--- src/design/mtds_pkg.sv ---
// Shared types, constants and helpers for the matrix multiply core.
// Used by the controller, the datapath, the top level and the checker.
package mtds_pkg;

  localparam int MAX_DIM   = 8;
  localparam int ELEM_BITS = 8;

  // Fixed field widths of the stream items.
  localparam int CMD_W     = 2;
  localparam int IN_IDX_W  = 3;
  localparam int VALUE_W   = 8;
  localparam int RES_W     = 27;
  localparam int DIM_W     = 4;
  localparam logic [DIM_W-1:0] DIM_RESET = DIM_W'(8);

  localparam int IN_TDATA_W  = ((2 * IN_IDX_W + VALUE_W + 7) / 8) * 8;
  localparam int OUT_TDATA_W = ((2 * IN_IDX_W + RES_W + 7) / 8) * 8;

  // Derived storage widths.
  localparam int IDX_W  = (MAX_DIM > 1) ? $clog2(MAX_DIM) : 1;
  localparam int DEPTH  = MAX_DIM * MAX_DIM;
  localparam int ADDR_W = (DEPTH > 1) ? $clog2(DEPTH) : 1;
  localparam int PROD_W = 2 * ELEM_BITS;
  localparam int ACC_W  = PROD_W + IDX_W;
  localparam int MAC_W  = (ACC_W > RES_W) ? RES_W : ACC_W;

  typedef enum logic [CMD_W-1:0] {
    OP_WR_A    = 2'd0,
    OP_WR_B    = 2'd1,
    OP_WR_D    = 2'd2,
    OP_COMPUTE = 2'd3
  } mtds_op_e;

  typedef enum logic [1:0] {
    ST_IDLE,
    ST_READ,
    ST_DRAIN,
    ST_LOAD
  } mtds_state_e;

  // Commands from the controller to the datapath.
  typedef struct packed {
    logic                wr_a;
    logic                wr_b;
    logic                wr_d;
    logic                rd_en;
    logic                clr_acc;
    logic [ADDR_W-1:0]   a_addr;
    logic [ADDR_W-1:0]   b_addr;
    logic [IDX_W-1:0]    d_idx;
    logic                scale_en;
    logic [IN_IDX_W-1:0] tag_row;
    logic [IN_IDX_W-1:0] tag_col;
    logic                tag_last;
    logic                load_out;
  } mtds_cmd_t;

  // Status from the datapath back to the controller.
  typedef struct packed {
    logic busy;
    logic out_free;
  } mtds_sts_t;

  // Flat address of element (r, c) in a MAX_DIM x MAX_DIM store.
  function automatic logic [ADDR_W-1:0] elem_addr(logic [IDX_W-1:0] r, logic [IDX_W-1:0] c);
    logic [ADDR_W:0] full;
    full = (ADDR_W + 1)'(r) * (ADDR_W + 1)'(MAX_DIM) + (ADDR_W + 1)'(c);
    return full[ADDR_W-1:0];
  endfunction

endpackage

--- src/design/mtds_ctrl.sv ---
// Controller of the matrix multiply core: state machine, dimension register
// and the i, j, k loop counters. Depends on mtds_pkg.
module mtds_ctrl (
  input  logic                          clk_i,
  input  logic                          rst_ni,
  input  logic                          cfg_we_i,
  input  logic [mtds_pkg::DIM_W-1:0]    cfg_wdata_i,
  input  logic                          in_valid_i,
  output logic                          in_ready_o,
  input  mtds_pkg::mtds_op_e            in_op_i,
  input  mtds_pkg::mtds_sts_t           sts_i,
  output mtds_pkg::mtds_cmd_t           cmd_o
);

  mtds_pkg::mtds_state_e             state_q, state_d;
  logic [mtds_pkg::DIM_W-1:0]        dim_q;
  logic [mtds_pkg::IDX_W-1:0]        i_q, i_d, j_q, j_d, k_q, k_d;
  logic [mtds_pkg::IDX_W-1:0]        n_last;
  logic                              in_fire;
  logic                              last_elem;

  // Zero acts as one, anything above the maximum saturates.
  always_comb begin
    if (dim_q == '0) begin
      n_last = '0;
    end else if (dim_q > mtds_pkg::DIM_W'(mtds_pkg::MAX_DIM)) begin
      n_last = mtds_pkg::IDX_W'(mtds_pkg::MAX_DIM - 1);
    end else begin
      n_last = mtds_pkg::IDX_W'(dim_q - mtds_pkg::DIM_W'(1));
    end
  end

  assign in_ready_o = (state_q == mtds_pkg::ST_IDLE);
  assign in_fire    = in_valid_i && in_ready_o;
  assign last_elem  = (i_q == n_last) && (j_q == n_last);

  always_ff @(posedge clk_i or negedge rst_ni) begin
    if (!rst_ni) begin
      dim_q <= mtds_pkg::DIM_RESET;
    end else if (cfg_we_i) begin
      dim_q <= cfg_wdata_i;
    end
  end

  always_ff @(posedge clk_i or negedge rst_ni) begin
    if (!rst_ni) begin
      state_q <= mtds_pkg::ST_IDLE;
      i_q     <= '0;
      j_q     <= '0;
      k_q     <= '0;
    end else begin
      state_q <= state_d;
      i_q     <= i_d;
      j_q     <= j_d;
      k_q     <= k_d;
    end
  end

  always_comb begin
    state_d  = state_q;
    i_d      = i_q;
    j_d      = j_q;
    k_d      = k_q;
    cmd_o          = '0;
    cmd_o.a_addr   = mtds_pkg::elem_addr(i_q, k_q);
    cmd_o.b_addr   = mtds_pkg::elem_addr(j_q, k_q);
    cmd_o.d_idx    = j_q;
    cmd_o.tag_row  = mtds_pkg::IN_IDX_W'(i_q);
    cmd_o.tag_col  = mtds_pkg::IN_IDX_W'(j_q);
    cmd_o.tag_last = last_elem;

    unique case (state_q)
      mtds_pkg::ST_IDLE: begin
        if (in_fire) begin
          unique case (in_op_i)
            mtds_pkg::OP_WR_A: cmd_o.wr_a = 1'b1;
            mtds_pkg::OP_WR_B: cmd_o.wr_b = 1'b1;
            mtds_pkg::OP_WR_D: cmd_o.wr_d = 1'b1;
            mtds_pkg::OP_COMPUTE: begin
              i_d     = '0;
              j_d     = '0;
              k_d     = '0;
              state_d = mtds_pkg::ST_READ;
            end
            default: ;
          endcase
        end
      end
      mtds_pkg::ST_READ: begin
        cmd_o.rd_en   = 1'b1;
        cmd_o.clr_acc = (k_q == '0);
        if (k_q == n_last) begin
          k_d     = '0;
          state_d = mtds_pkg::ST_DRAIN;
        end else begin
          k_d = k_q + mtds_pkg::IDX_W'(1);
        end
      end
      mtds_pkg::ST_DRAIN: begin
        if (!sts_i.busy) begin
          cmd_o.scale_en = 1'b1;
          state_d        = mtds_pkg::ST_LOAD;
        end
      end
      mtds_pkg::ST_LOAD: begin
        if (sts_i.out_free) begin
          cmd_o.load_out = 1'b1;
          if (last_elem) begin
            state_d = mtds_pkg::ST_IDLE;
          end else begin
            state_d = mtds_pkg::ST_READ;
            if (j_q == n_last) begin
              j_d = '0;
              i_d = i_q + mtds_pkg::IDX_W'(1);
            end else begin
              j_d = j_q + mtds_pkg::IDX_W'(1);
            end
          end
        end
      end
      default: state_d = mtds_pkg::ST_IDLE;
    endcase
  end

endmodule

--- src/design/mtds_dp.sv ---
// Datapath of the matrix multiply core: element stores, multiply-accumulate,
// diagonal scaling and the output register. Depends on mtds_pkg.
module mtds_dp (
  input  logic                               clk_i,
  input  logic                               rst_ni,
  input  mtds_pkg::mtds_cmd_t                cmd_i,
  input  logic [mtds_pkg::IN_IDX_W-1:0]      row_i,
  input  logic [mtds_pkg::IN_IDX_W-1:0]      col_i,
  input  logic [mtds_pkg::VALUE_W-1:0]       value_i,
  output mtds_pkg::mtds_sts_t                sts_o,
  input  logic                               m_tready_i,
  output logic                               m_tvalid_o,
  output logic [mtds_pkg::OUT_TDATA_W-1:0]   m_tdata_o,
  output logic                               m_tlast_o
);

  localparam int PadW = mtds_pkg::OUT_TDATA_W - 2 * mtds_pkg::IN_IDX_W - mtds_pkg::RES_W;

  logic [mtds_pkg::ELEM_BITS-1:0] mem_a [mtds_pkg::DEPTH];
  logic [mtds_pkg::ELEM_BITS-1:0] mem_b [mtds_pkg::DEPTH];
  logic [mtds_pkg::ELEM_BITS-1:0] mem_d [mtds_pkg::MAX_DIM];

  logic [mtds_pkg::ELEM_BITS-1:0]            a_rd_q, b_rd_q, d_rd_q;
  logic                                      rd_vld_q, mul_vld_q;
  logic [mtds_pkg::PROD_W-1:0]               prod_q;
  logic [mtds_pkg::ACC_W-1:0]                acc_q;
  logic [mtds_pkg::MAC_W-1:0]                acc_trim;
  logic [mtds_pkg::MAC_W+mtds_pkg::ELEM_BITS-1:0] scale_full;
  logic [mtds_pkg::RES_W-1:0]                res_q, out_res_q;
  logic [mtds_pkg::IN_IDX_W-1:0]             res_row_q, res_col_q, out_row_q, out_col_q;
  logic                                      res_last_q, out_last_q, out_vld_q;
  logic                                      in_range, d_in_range;
  logic [mtds_pkg::ADDR_W-1:0]               wr_addr;
  logic [mtds_pkg::ELEM_BITS-1:0]            wr_val;

  // Writes with an index beyond the store are dropped.
  assign d_in_range = ({1'b0, row_i} < (mtds_pkg::IN_IDX_W + 1)'(mtds_pkg::MAX_DIM));
  assign in_range   = d_in_range &&
                      ({1'b0, col_i} < (mtds_pkg::IN_IDX_W + 1)'(mtds_pkg::MAX_DIM));
  assign wr_addr    = mtds_pkg::elem_addr(mtds_pkg::IDX_W'(row_i), mtds_pkg::IDX_W'(col_i));
  assign wr_val     = mtds_pkg::ELEM_BITS'(value_i);

  always_ff @(posedge clk_i) begin
    if (cmd_i.wr_a && in_range) begin
      mem_a[wr_addr] <= wr_val;
    end
    if (cmd_i.wr_b && in_range) begin
      mem_b[wr_addr] <= wr_val;
    end
    if (cmd_i.wr_d && d_in_range) begin
      mem_d[mtds_pkg::IDX_W'(row_i)] <= wr_val;
    end
    if (cmd_i.rd_en) begin
      a_rd_q <= mem_a[cmd_i.a_addr];
      b_rd_q <= mem_b[cmd_i.b_addr];
      d_rd_q <= mem_d[cmd_i.d_idx];
    end
  end

  // Multiply, then accumulate the registered product in the next cycle.
  always_ff @(posedge clk_i) begin
    if (rd_vld_q) begin
      prod_q <= a_rd_q * b_rd_q;
    end
    if (cmd_i.clr_acc) begin
      acc_q <= '0;
    end else if (mul_vld_q) begin
      acc_q <= acc_q + mtds_pkg::ACC_W'(prod_q);
    end
  end

  always_ff @(posedge clk_i or negedge rst_ni) begin
    if (!rst_ni) begin
      rd_vld_q  <= 1'b0;
      mul_vld_q <= 1'b0;
    end else begin
      rd_vld_q  <= cmd_i.rd_en;
      mul_vld_q <= rd_vld_q;
    end
  end

  assign sts_o.busy     = rd_vld_q || mul_vld_q;
  assign sts_o.out_free = !out_vld_q || m_tready_i;

  // The dot product is cut to the smaller of the accumulator and result widths before scaling.
  assign acc_trim   = mtds_pkg::MAC_W'(acc_q);
  assign scale_full = acc_trim * d_rd_q;

  always_ff @(posedge clk_i) begin
    if (cmd_i.scale_en) begin
      res_q      <= scale_full[mtds_pkg::RES_W-1:0];
      res_row_q  <= cmd_i.tag_row;
      res_col_q  <= cmd_i.tag_col;
      res_last_q <= cmd_i.tag_last;
    end
    if (cmd_i.load_out) begin
      out_res_q  <= res_q;
      out_row_q  <= res_row_q;
      out_col_q  <= res_col_q;
      out_last_q <= res_last_q;
    end
  end

  always_ff @(posedge clk_i or negedge rst_ni) begin
    if (!rst_ni) begin
      out_vld_q <= 1'b0;
    end else if (cmd_i.load_out) begin
      out_vld_q <= 1'b1;
    end else if (m_tready_i) begin
      out_vld_q <= 1'b0;
    end
  end

  assign m_tvalid_o = out_vld_q;
  assign m_tlast_o  = out_last_q;
  assign m_tdata_o  = {{PadW{1'b0}}, out_res_q, out_col_q, out_row_q};

endmodule

--- src/design/matmul_transposed_diag_scale_core.sv ---
// Top level of the matrix multiply core with diagonal scaling.
// Depends on mtds_pkg, mtds_ctrl and mtds_dp.
//
// Usage: the input stream carries one command per transfer. tuser selects
// the command (write A, write B, write D, compute) and tdata carries the
// row, column and element value. Writes are accepted back to back while
// the core is idle. A compute transfer starts a run that emits n * n
// result transfers in row-major order, n being dim with zero taken as one
// and values above 8 taken as 8, C[i][j] equal to the dot product of row i
// of A and row j of the stored B, times D[j]; the final one carries tlast.
// Each result element comes from the single shared multiply-accumulate
// unit reading one A and one B element per cycle, then the drain of the
// multiply pipeline, a scaling step and a load of the output register.
// Input tready stays low for the run.
// Reset clears the controller and sets dim to 8; the element stores are
// not cleared and must be written before they are used.
// A stalled output holds its result in the output register; the run
// pauses until the receiver takes it, and nothing is lost.
module matmul_transposed_diag_scale_core (
  input  logic                              clk_i,
  input  logic                              rst_ni,
  // Configuration: dim register, written when cfg_we_i is high.
  input  logic                              cfg_we_i,
  input  logic [mtds_pkg::DIM_W-1:0]        cfg_wdata_i,
  // Command stream.
  input  logic                              s_axis_tvalid,
  output logic                              s_axis_tready,
  // tdata, from bit 0: row[2:0], col[5:3], value[13:6], zero padding.
  input  logic [mtds_pkg::IN_TDATA_W-1:0]   s_axis_tdata,
  // tuser: cmd[1:0].
  input  logic [mtds_pkg::CMD_W-1:0]        s_axis_tuser,
  // Result stream.
  output logic                              m_axis_tvalid,
  input  logic                              m_axis_tready,
  // tdata, from bit 0: out_row[2:0], out_col[5:3], result[32:6], zero padding.
  output logic [mtds_pkg::OUT_TDATA_W-1:0]  m_axis_tdata,
  output logic                              m_axis_tlast
);

  localparam int ColLo = mtds_pkg::IN_IDX_W;
  localparam int ValLo = 2 * mtds_pkg::IN_IDX_W;

  mtds_pkg::mtds_cmd_t cmd;
  mtds_pkg::mtds_sts_t sts;

  mtds_ctrl u_ctrl (
    .clk_i       (clk_i),
    .rst_ni      (rst_ni),
    .cfg_we_i    (cfg_we_i),
    .cfg_wdata_i (cfg_wdata_i),
    .in_valid_i  (s_axis_tvalid),
    .in_ready_o  (s_axis_tready),
    .in_op_i     (mtds_pkg::mtds_op_e'(s_axis_tuser)),
    .sts_i       (sts),
    .cmd_o       (cmd)
  );

  mtds_dp u_dp (
    .clk_i      (clk_i),
    .rst_ni     (rst_ni),
    .cmd_i      (cmd),
    .row_i      (s_axis_tdata[mtds_pkg::IN_IDX_W-1:0]),
    .col_i      (s_axis_tdata[ColLo +: mtds_pkg::IN_IDX_W]),
    .value_i    (s_axis_tdata[ValLo +: mtds_pkg::VALUE_W]),
    .sts_o      (sts),
    .m_tready_i (m_axis_tready),
    .m_tvalid_o (m_axis_tvalid),
    .m_tdata_o  (m_axis_tdata),
    .m_tlast_o  (m_axis_tlast)
  );

endmodule

--- config.mk ---
export PLATFORM = sky130hd
export DESIGN_NAME = matmul_transposed_diag_scale_core
export DESIGN_NICKNAME = d
export VERILOG_FILES = /design/src/design/mtds_pkg.sv /design/src/design/mtds_ctrl.sv /design/src/design/mtds_dp.sv /design/src/design/matmul_transposed_diag_scale_core.sv
export SDC_FILE = /design/constraint.sdc
export NUM_CORES = 2
export LEC_CHECK = 0
export ABC_AREA = 1
export BUFFER_PORTS_ARGS = -buffer_cell sky130_fd_sc_hd__buf_4
export CORE_MARGIN = 2
export CORE_UTILIZATION = 45
export CTS_CLUSTER_SIZE = 8
export DETAILED_ROUTE_END_ITERATION = 10
export PLACE_DENSITY_LB_ADDON = 0.08
export SLEW_MARGIN = 20
export SYNTH_ARGS = -nofsm -noshare
export SYNTH_HDL_FRONTEND = slang
export SYNTH_HIERARCHICAL = 1
export SYNTH_SLANG_ARGS = --single-unit
export TNS_END_PERCENT = 5
--- constraint.sdc ---
create_clock -name clk_i -period 8.8 [get_ports clk_i]
set_input_delay 0.44 -clock clk_i [delete_from_list [all_inputs] [get_ports clk_i]]
set_output_delay 0.44 -clock clk_i [all_outputs]
set_load 0.03 [all_outputs]
Yosys cells after proc, flatten, opt, wreduce, memory -nomap -nowiden
Memory sizes are Yosys's and may differ from the RTL's. A register that Yosys moved wholly into a read port is not among the register bits.
Cells that the tools add are included.
{"block": "word_totals", "out_inout_bits": 43, "word_cells": 103, "inputBits": 27, "register_bits": 121, "memories": 3, "ram_bits": 1088}
{"memory": "u_dp.mem_a", "words": 64, "width": 8, "rd": 1, "rd_clocked_by_memory_dff": 1, "write_ports": 1, "line": "mtds_dp.sv:19", "source": "logic [mtds_pkg::ELEM_BITS-1:0] mem_a [mtds_pkg::DEPTH];"}
{"memory": "u_dp.mem_b", "words": 64, "width": 8, "rd": 1, "rd_clocked_by_memory_dff": 1, "write_ports": 1, "line": "mtds_dp.sv:20", "source": "logic [mtds_pkg::ELEM_BITS-1:0] mem_b [mtds_pkg::DEPTH];"}
{"memory": "u_dp.mem_d", "words": 8, "width": 8, "rd": 1, "rd_clocked_by_memory_dff": 1, "write_ports": 1, "line": "mtds_dp.sv:21", "source": "logic [mtds_pkg::ELEM_BITS-1:0] mem_d [mtds_pkg::MAX_DIM];"}
{"block": "classes", "multipliers": 2, "n_eq_ne": 16, "n_mux": 39, "order_cmp": 1, "add_sub_neg": 8, "n_reduce_logical": 16}
{"cell": "$mux W3", "count": 13}
{"cell": "$mul A19 B8 Y27", "count": 1}
{"cell": "$add A19 B16 Y19", "count": 1}
{"cell": "$add A6 B3 Y6", "count": 3}
{"cell": "$pmux W3 S2", "count": 3}
{"cell": "$mul A8 B8 Y16", "count": 1}
{"cell": "$mux W1", "count": 16}
{"cell": "$mux W2", "count": 6}
{"cell": "$ne A2 B2 Y1 const B", "count": 5}
{"cell": "$reduce_and A5 Y1", "count": 2}
{"cell": "$add A3 B1 Y3 const B", "count": 3}
{"cell": "$eq A3 B3 Y1", "count": 3}
{"cell": "$eq A2 B2 Y1 const B", "count": 4}
{"cell": "$pmux W2 S4", "count": 1}
{"cell": "$reduce_and A6 Y1", "count": 1}
{"cell": "$reduce_bool A2 Y1", "count": 3}
{"cell": "$eq A2 B1 Y1 const B", "count": 2}
{"cell": "$gt A4 B4 Y1 const B", "count": 1}
{"cell": "$logic_not A2 Y1", "count": 2}
{"cell": "$logic_not A4 Y1", "count": 1}
{"cell": "$ne A2 B1 Y1 const B", "count": 2}
{"cell": "$logic_not A3 Y1", "count": 1}
{"cell": "$reduce_and A3 Y1", "count": 1}
{"cell": "$sub A3 B1 Y3 const B", "count": 1}
{"cell": "other kinds (3)", "count": 5}

Depth between registers and ports, before layout
{"block": "logic_depth", "ltp_word": 8, "depth_mapped": 23}

By module
Netlist, hierarchy kept.
{"module": "mtds_dp", "n_inst": 1, "cells_each": 5276, "seq_area_each_um2": 36369.9, "area_per_inst_um2": 57216.1}
{"module": "mtds_ctrl", "n_inst": 1, "cells_each": 173, "seq_area_each_um2": 376.6, "area_per_inst_um2": 1293.7}

Worst setup path after synthesis
OpenSTA, ideal clock, no wires.
{"block": "synth_path", "kind": "flip-flop to flip-flop", "start": "register u_dp/d_rd_q[2] in the netlist's numbering, read port of u_dp.mem_d", "end": "register u_dp/res_q[26] in the netlist's numbering (data pin)", "path_slack_ps": 4372, "path_buffers": 2, "setup_time_ps": 252, "arrival_time_ps": 4175, "period_less_slack_ps": 4428, "path_stages_with_launch": 22, "path_cell_list": "edfxtp_1 > clkbuf_1 > clkbuf_1 > nand2_1 > fa_1 > fa_1 > inv_1 > fa_1 > inv_1 > fa_1 > inv_1 > ha_1 > a21oi_1 > nor2_1 > nor2_1 > nand2_1 > nand2_1 > nand2_1 > nand2_1 > nand2_1 > nand2_1 > nand2_1"}
{"block": "synth_between", "elab_chain_len": 1}
{"item": "start, declared", "line": "mtds_dp.sv:23", "source": "logic [mtds_pkg::ELEM_BITS-1:0] a_rd_q, b_rd_q, d_rd_q;"}
{"item": "$mul A19 B8 Y27", "line": "mtds_dp.sv:87", "source": "assign scale_full = acc_trim * d_rd_q;"}
{"item": "net u_dp.scale_full, one bit", "line": "mtds_dp.sv:28", "source": "logic [mtds_pkg::MAC_W+mtds_pkg::ELEM_BITS-1:0] scale_full;"}
{"item": "end signal, assigned", "line": "mtds_dp.sv:91", "source": "res_q <= scale_full[mtds_pkg::RES_W-1:0];"}
{"item": "end, declared", "line": "mtds_dp.sv:29", "source": "logic [mtds_pkg::RES_W-1:0] res_q, out_res_q;"}
The timed path passes the listed nets, and every way through them passes these cells.
A chain may end at the register's enable or synchronous reset.

Final worst setup path
{"block": "layout_path", "start": "register u_dp/d_rd_q[3] in the netlist's numbering, read port of u_dp.mem_d", "end": "register u_dp/res_q[26] in the netlist's numbering (data pin)"}
Same word-level chain as after synthesis.

==> metrics.yaml <==
place:
  gp_congestion: 0.852
  dpl.hpwl_mm: 88.3
  placed_cell_area_sq_um: 60200
  io_buffer_count: 60
  place_inst: 7032
setup_path:
  cp.required_ps: 9340
  crit_buf_inv: 3
  crit_chain: "nand2_1 > fa_1 > fa_1 > inv_1 > fa_1 > inv_1 > fa_1 > inv_1 > ha_1 > a21oi_1 > nor2_1 > nor2_1 > nand2_1 > nand2_1 > nand2_1 > nand2_1 > nand2_1 > nand2_1 > nand2_1"
  path_depth: 19
  cpMostUsedCell: "nand2_1"
  critPathTopFamily: "adder cells"
  ff2ff_path_depth: 19
  max_stage_delay_ps: 900
  worstPathMaxFanout: 19
  crit_arrival_ps: 5400
  cp_slowest_cell: "edfxtp_1"
  cp-start-kind: "flip-flop"
  crit_type: "reg2reg"
  critPathCaptureType: "flip-flop"
sta:
  skew_ps: 28.7
  setup_viol: 0
  timing.fmax_mhz: 206
  finalCritPeriodShare: 0.552
  max_slew.worst_pin.slew_ps: 1210
  slew_headroom: 0.191
  slew_viol_final: 0
  hold_viol: 0
  rsz0062_at_grt: "no"
  tns_ps: 0
  layout_min_cycle_time_ps: 4860
routing:
  drtAntennaViolNets: 0
  wl_met1_mm: 68.7
  met3_length_mm: 9.12
  drt_iter0_drc: 3116
  vias: 38620
  drtPass1Iterations: 5
  routedWlPerCell_um: 20.7
  vias_per_cell: 5.31
  drc_errors: 0
  wirelength_mm: 151
  wl_met2_mm: 69.7
  highest_layer: "met4"
floorplan:
  boundaryPins: 70
  fp.dieH_um: 365
  die_area_sq_um: 133000
  rows: 132
  start_util: 0.452
  die_w_um: 365
  coreArea_sq_um: 129000
clocking:
  cts_resized: 0
  clockBufferDepth: 3
  cts_buffers: 172
  insertion_delay_ps: 790
  htreeDepth: 4
  cts_root_buf: "clkbuf_16"
  cts_tree: "built"
  clock_sinks: 1233
  clk_pin_slew_ps: 50
power_and_ir_drop:
  p_seq_frac: 0.279
  p_switching_w: 0.0124
  intPower_w: 0.0160
  switching_share: 0.436
  vdd_drop_max_uv: 610
  p_per_area_nw_per_um2: 435
  leakagePower_nw: 25.7
  p_comb_frac: 0.511
  clkPwrFrac: 0.211
run_status:
  status: "finished clean"
layout:
  regArea_sq_um: 36800
  final_nets: 5749
  layout-drive-gt1-share: 0.0838
  area_growth_pct: 11.5
  fin_area_sq_um: 65200
  fillers: 11557
  instances_no_fill: 7270
  multi_input_area_sq_um: 18500
yosys:
  synth-async-reset-ratio: 0.0146
  ys_seq_area_frac: 0.628
  synth_cell_types: 51
  synth-edff-count: 1196
  synth_area_leader_cell: "edfxtp_1"
  ys.warnings.count: 6
  synth_flop_cell: "edfxtp_1"
  avgSynthCellArea_sq_um: 10.7
  synth.area.top_cells: "edfxtp_1 61%, nand2_1 11%, nand3_1 7.9%"
  synth.top_cell.area_share: 0.614
  synth-seq-cells: 1233
  synth_area_sq_um: 58500
  syn_inst: 5449
grt:
  grt_pass1_wl_mm: 227
  grt_overflow: 0
  grt_usage: 0.228
  grt_pass1_vias: 37030
  grt_max_degree: 183
  antenna_found_initial: 4
hold_path:
  hp-class: "in2async"
run:
  maxCapViolCount: 0
[area by class of cell]
type / count / area share
inverter: 425 / 0.0248
timing repair buffer: 177 / 0.0217
clock buffer: 215 / 0.0702
clock inverter: 10 / 0.00267
multi-input combinational: 3466 / 0.284
tap: 1742 / 0.0334
sequential: 1233 / 0.563
antenna: 2 / 0.0000767
[placed cells by master, fill, tap and decap left out, types with 8 or more instances in the layout]
| master | synthesis | layout |
|---|---|---|
| ha_1 | 108 | 107 |
| dfrtp_1 | 17 | 13 |
| xnor2_1 | 16 | 16 |
| clkbuf_16 | 0 | 177 |
| edfxtp_1 | 1196 | 1196 |
| inv_1 | 414 | 412 |
| a31oi_1 | 11 | 11 |
| xor2_1 | 24 | 24 |
| nand2_2 | 10 | 10 |
| dlygate4sd3_1 | 0 | 11 |
| dfxtp_1 | 19 | 19 |
| nand4_1 | 9 | 9 |
| nand2_1 | 1733 | 1733 |
| nor2_1 | 170 | 169 |
| o22ai_1 | 8 | 8 |
| nor3_2 | 2 | 61 |
| nand3_1 | 924 | 923 |
| buf_4 | 52 | 155 |
| buf_6 | 50 | 9 |
| clkbuf_1 | 101 | 37 |
| o21ai_0 | 70 | 70 |
| nor3_1 | 134 | 75 |
| fa_1 | 139 | 139 |
| inv_2 | 8 | 8 |
| a21oi_1 | 61 | 61 |
[synth_stat cells, types with 61 or more instances]
cell      count
a21oi_1      61
clkbuf_1    101
buf_2        99
o21ai_0      70
fa_1        139
edfxtp_1   1196
ha_1        108
nor2_1      170
nand3_1     924
nand2_1    1733
nor3_1      134
inv_1       414
[power groups by stage]
stage	combinational [W]	sequential, W	clock (W)
2_1_floorplan	0.0111	0.00767	0
3_3_place_gp	0.0144	0.00801	0
3_5_place_dp	0.0145	0.00802	0
4_1_cts	0.0146	0.00791	0.00612
5_1_grt	0.0166	0.00796	0.00636
6_report	0.0145	0.00791	0.00598
[worst paths after layout]
| check | startpoint | to | slack, ps |
|---|---|---|---|
| hold / removal | rst_ni | u_ctrl/dim_q[0] | 100 |
| min in group clk_i | s_axis_tdata[6] | u_dp/mem_a[53][0] | 110 |
| max in group asynchronous | rst_ni | u_ctrl/dim_q[3] | 8440 |
| setup reg to reg | u_dp/d_rd_q[3] | u_dp/res_q[26] | 3940 |
| setup / recovery | u_dp/d_rd_q[3] | u_dp/res_q[26] | 3940 |
| hold reg to reg | u_dp/res_col_q[2] | u_dp/out_col_q[2] | 410 |
[stage by stage]
step	setup WS [ps]	utilization	power (W)	hold WS (ps)
floorplan	4370	-	0.0188	144
global placement	3940	0.464	0.0224	337
detailed placement	3950	0.465	0.0225	337
CTS	3960	0.503	0.0286	26.6
global route	3600	0.504	0.0309	85.1
finish	3940	0.504	0.0284	96.7
[cells by family after synthesis]
logic type | Yosys count | synth area share
AOI/OAI and AO/OA | 168 | 0.0155
xor gates and xnor gates | 40 | 0.00599
adders and majority gates | 247 | 0.0707
buffers and inverters | 756 | 0.0614
DFF | 1233 | 0.628
other | 1 | 0.0000641
and+or+nand+nor | 3004 | 0.218
[layer usage]
metal  vias up  GRT usage
li1      18405          -
met1     18961      0.327
met2      1054      0.354
met3       200     0.0418
met4         0     0.0673
met5         -          0
[flip-flops by register name, indices dropped and copies added, names as in the netlist]
| register | count |
|---|---|
| u_dp/out_row_q | 3 |
| u_dp/mem_d | 64 |
| u_dp/res_row_q | 3 |
| u_dp/out_col_q | 3 |
| u_ctrl/state_q | 2 |
| u_dp/a_rd_q | 8 |
| u_dp/out_res_q | 27 |
| u_dp/res_last_q | 1 |
| u_ctrl/k_q | 3 |
| u_dp/res_q | 27 |
| u_dp/rd_vld_q | 1 |
| u_dp/res_col_q | 3 |
| u_dp/b_rd_q | 8 |
| u_dp/m_tlast_o | 1 |
| u_dp/acc_q | 19 |
| u_dp/m_tvalid_o | 1 |
| u_ctrl/j_q | 3 |
| u_dp/prod_q | 16 |
| u_dp/mem_b | 512 |
| u_dp/mem_a | 512 |
| u_ctrl/dim_q | 4 |
| u_dp/mul_vld_q | 1 |
| u_ctrl/i_q | 3 |
| u_dp/d_rd_q | 8 |
[repair_timing]
action / CTS / global route
setup buffers: 0 / 0
endpoints found under the hold margin: 23 / 0
endpoints found under the setup margin: 0 / 0
hold buffers: 11 / 0
Power figures use the tool's default switching activity.
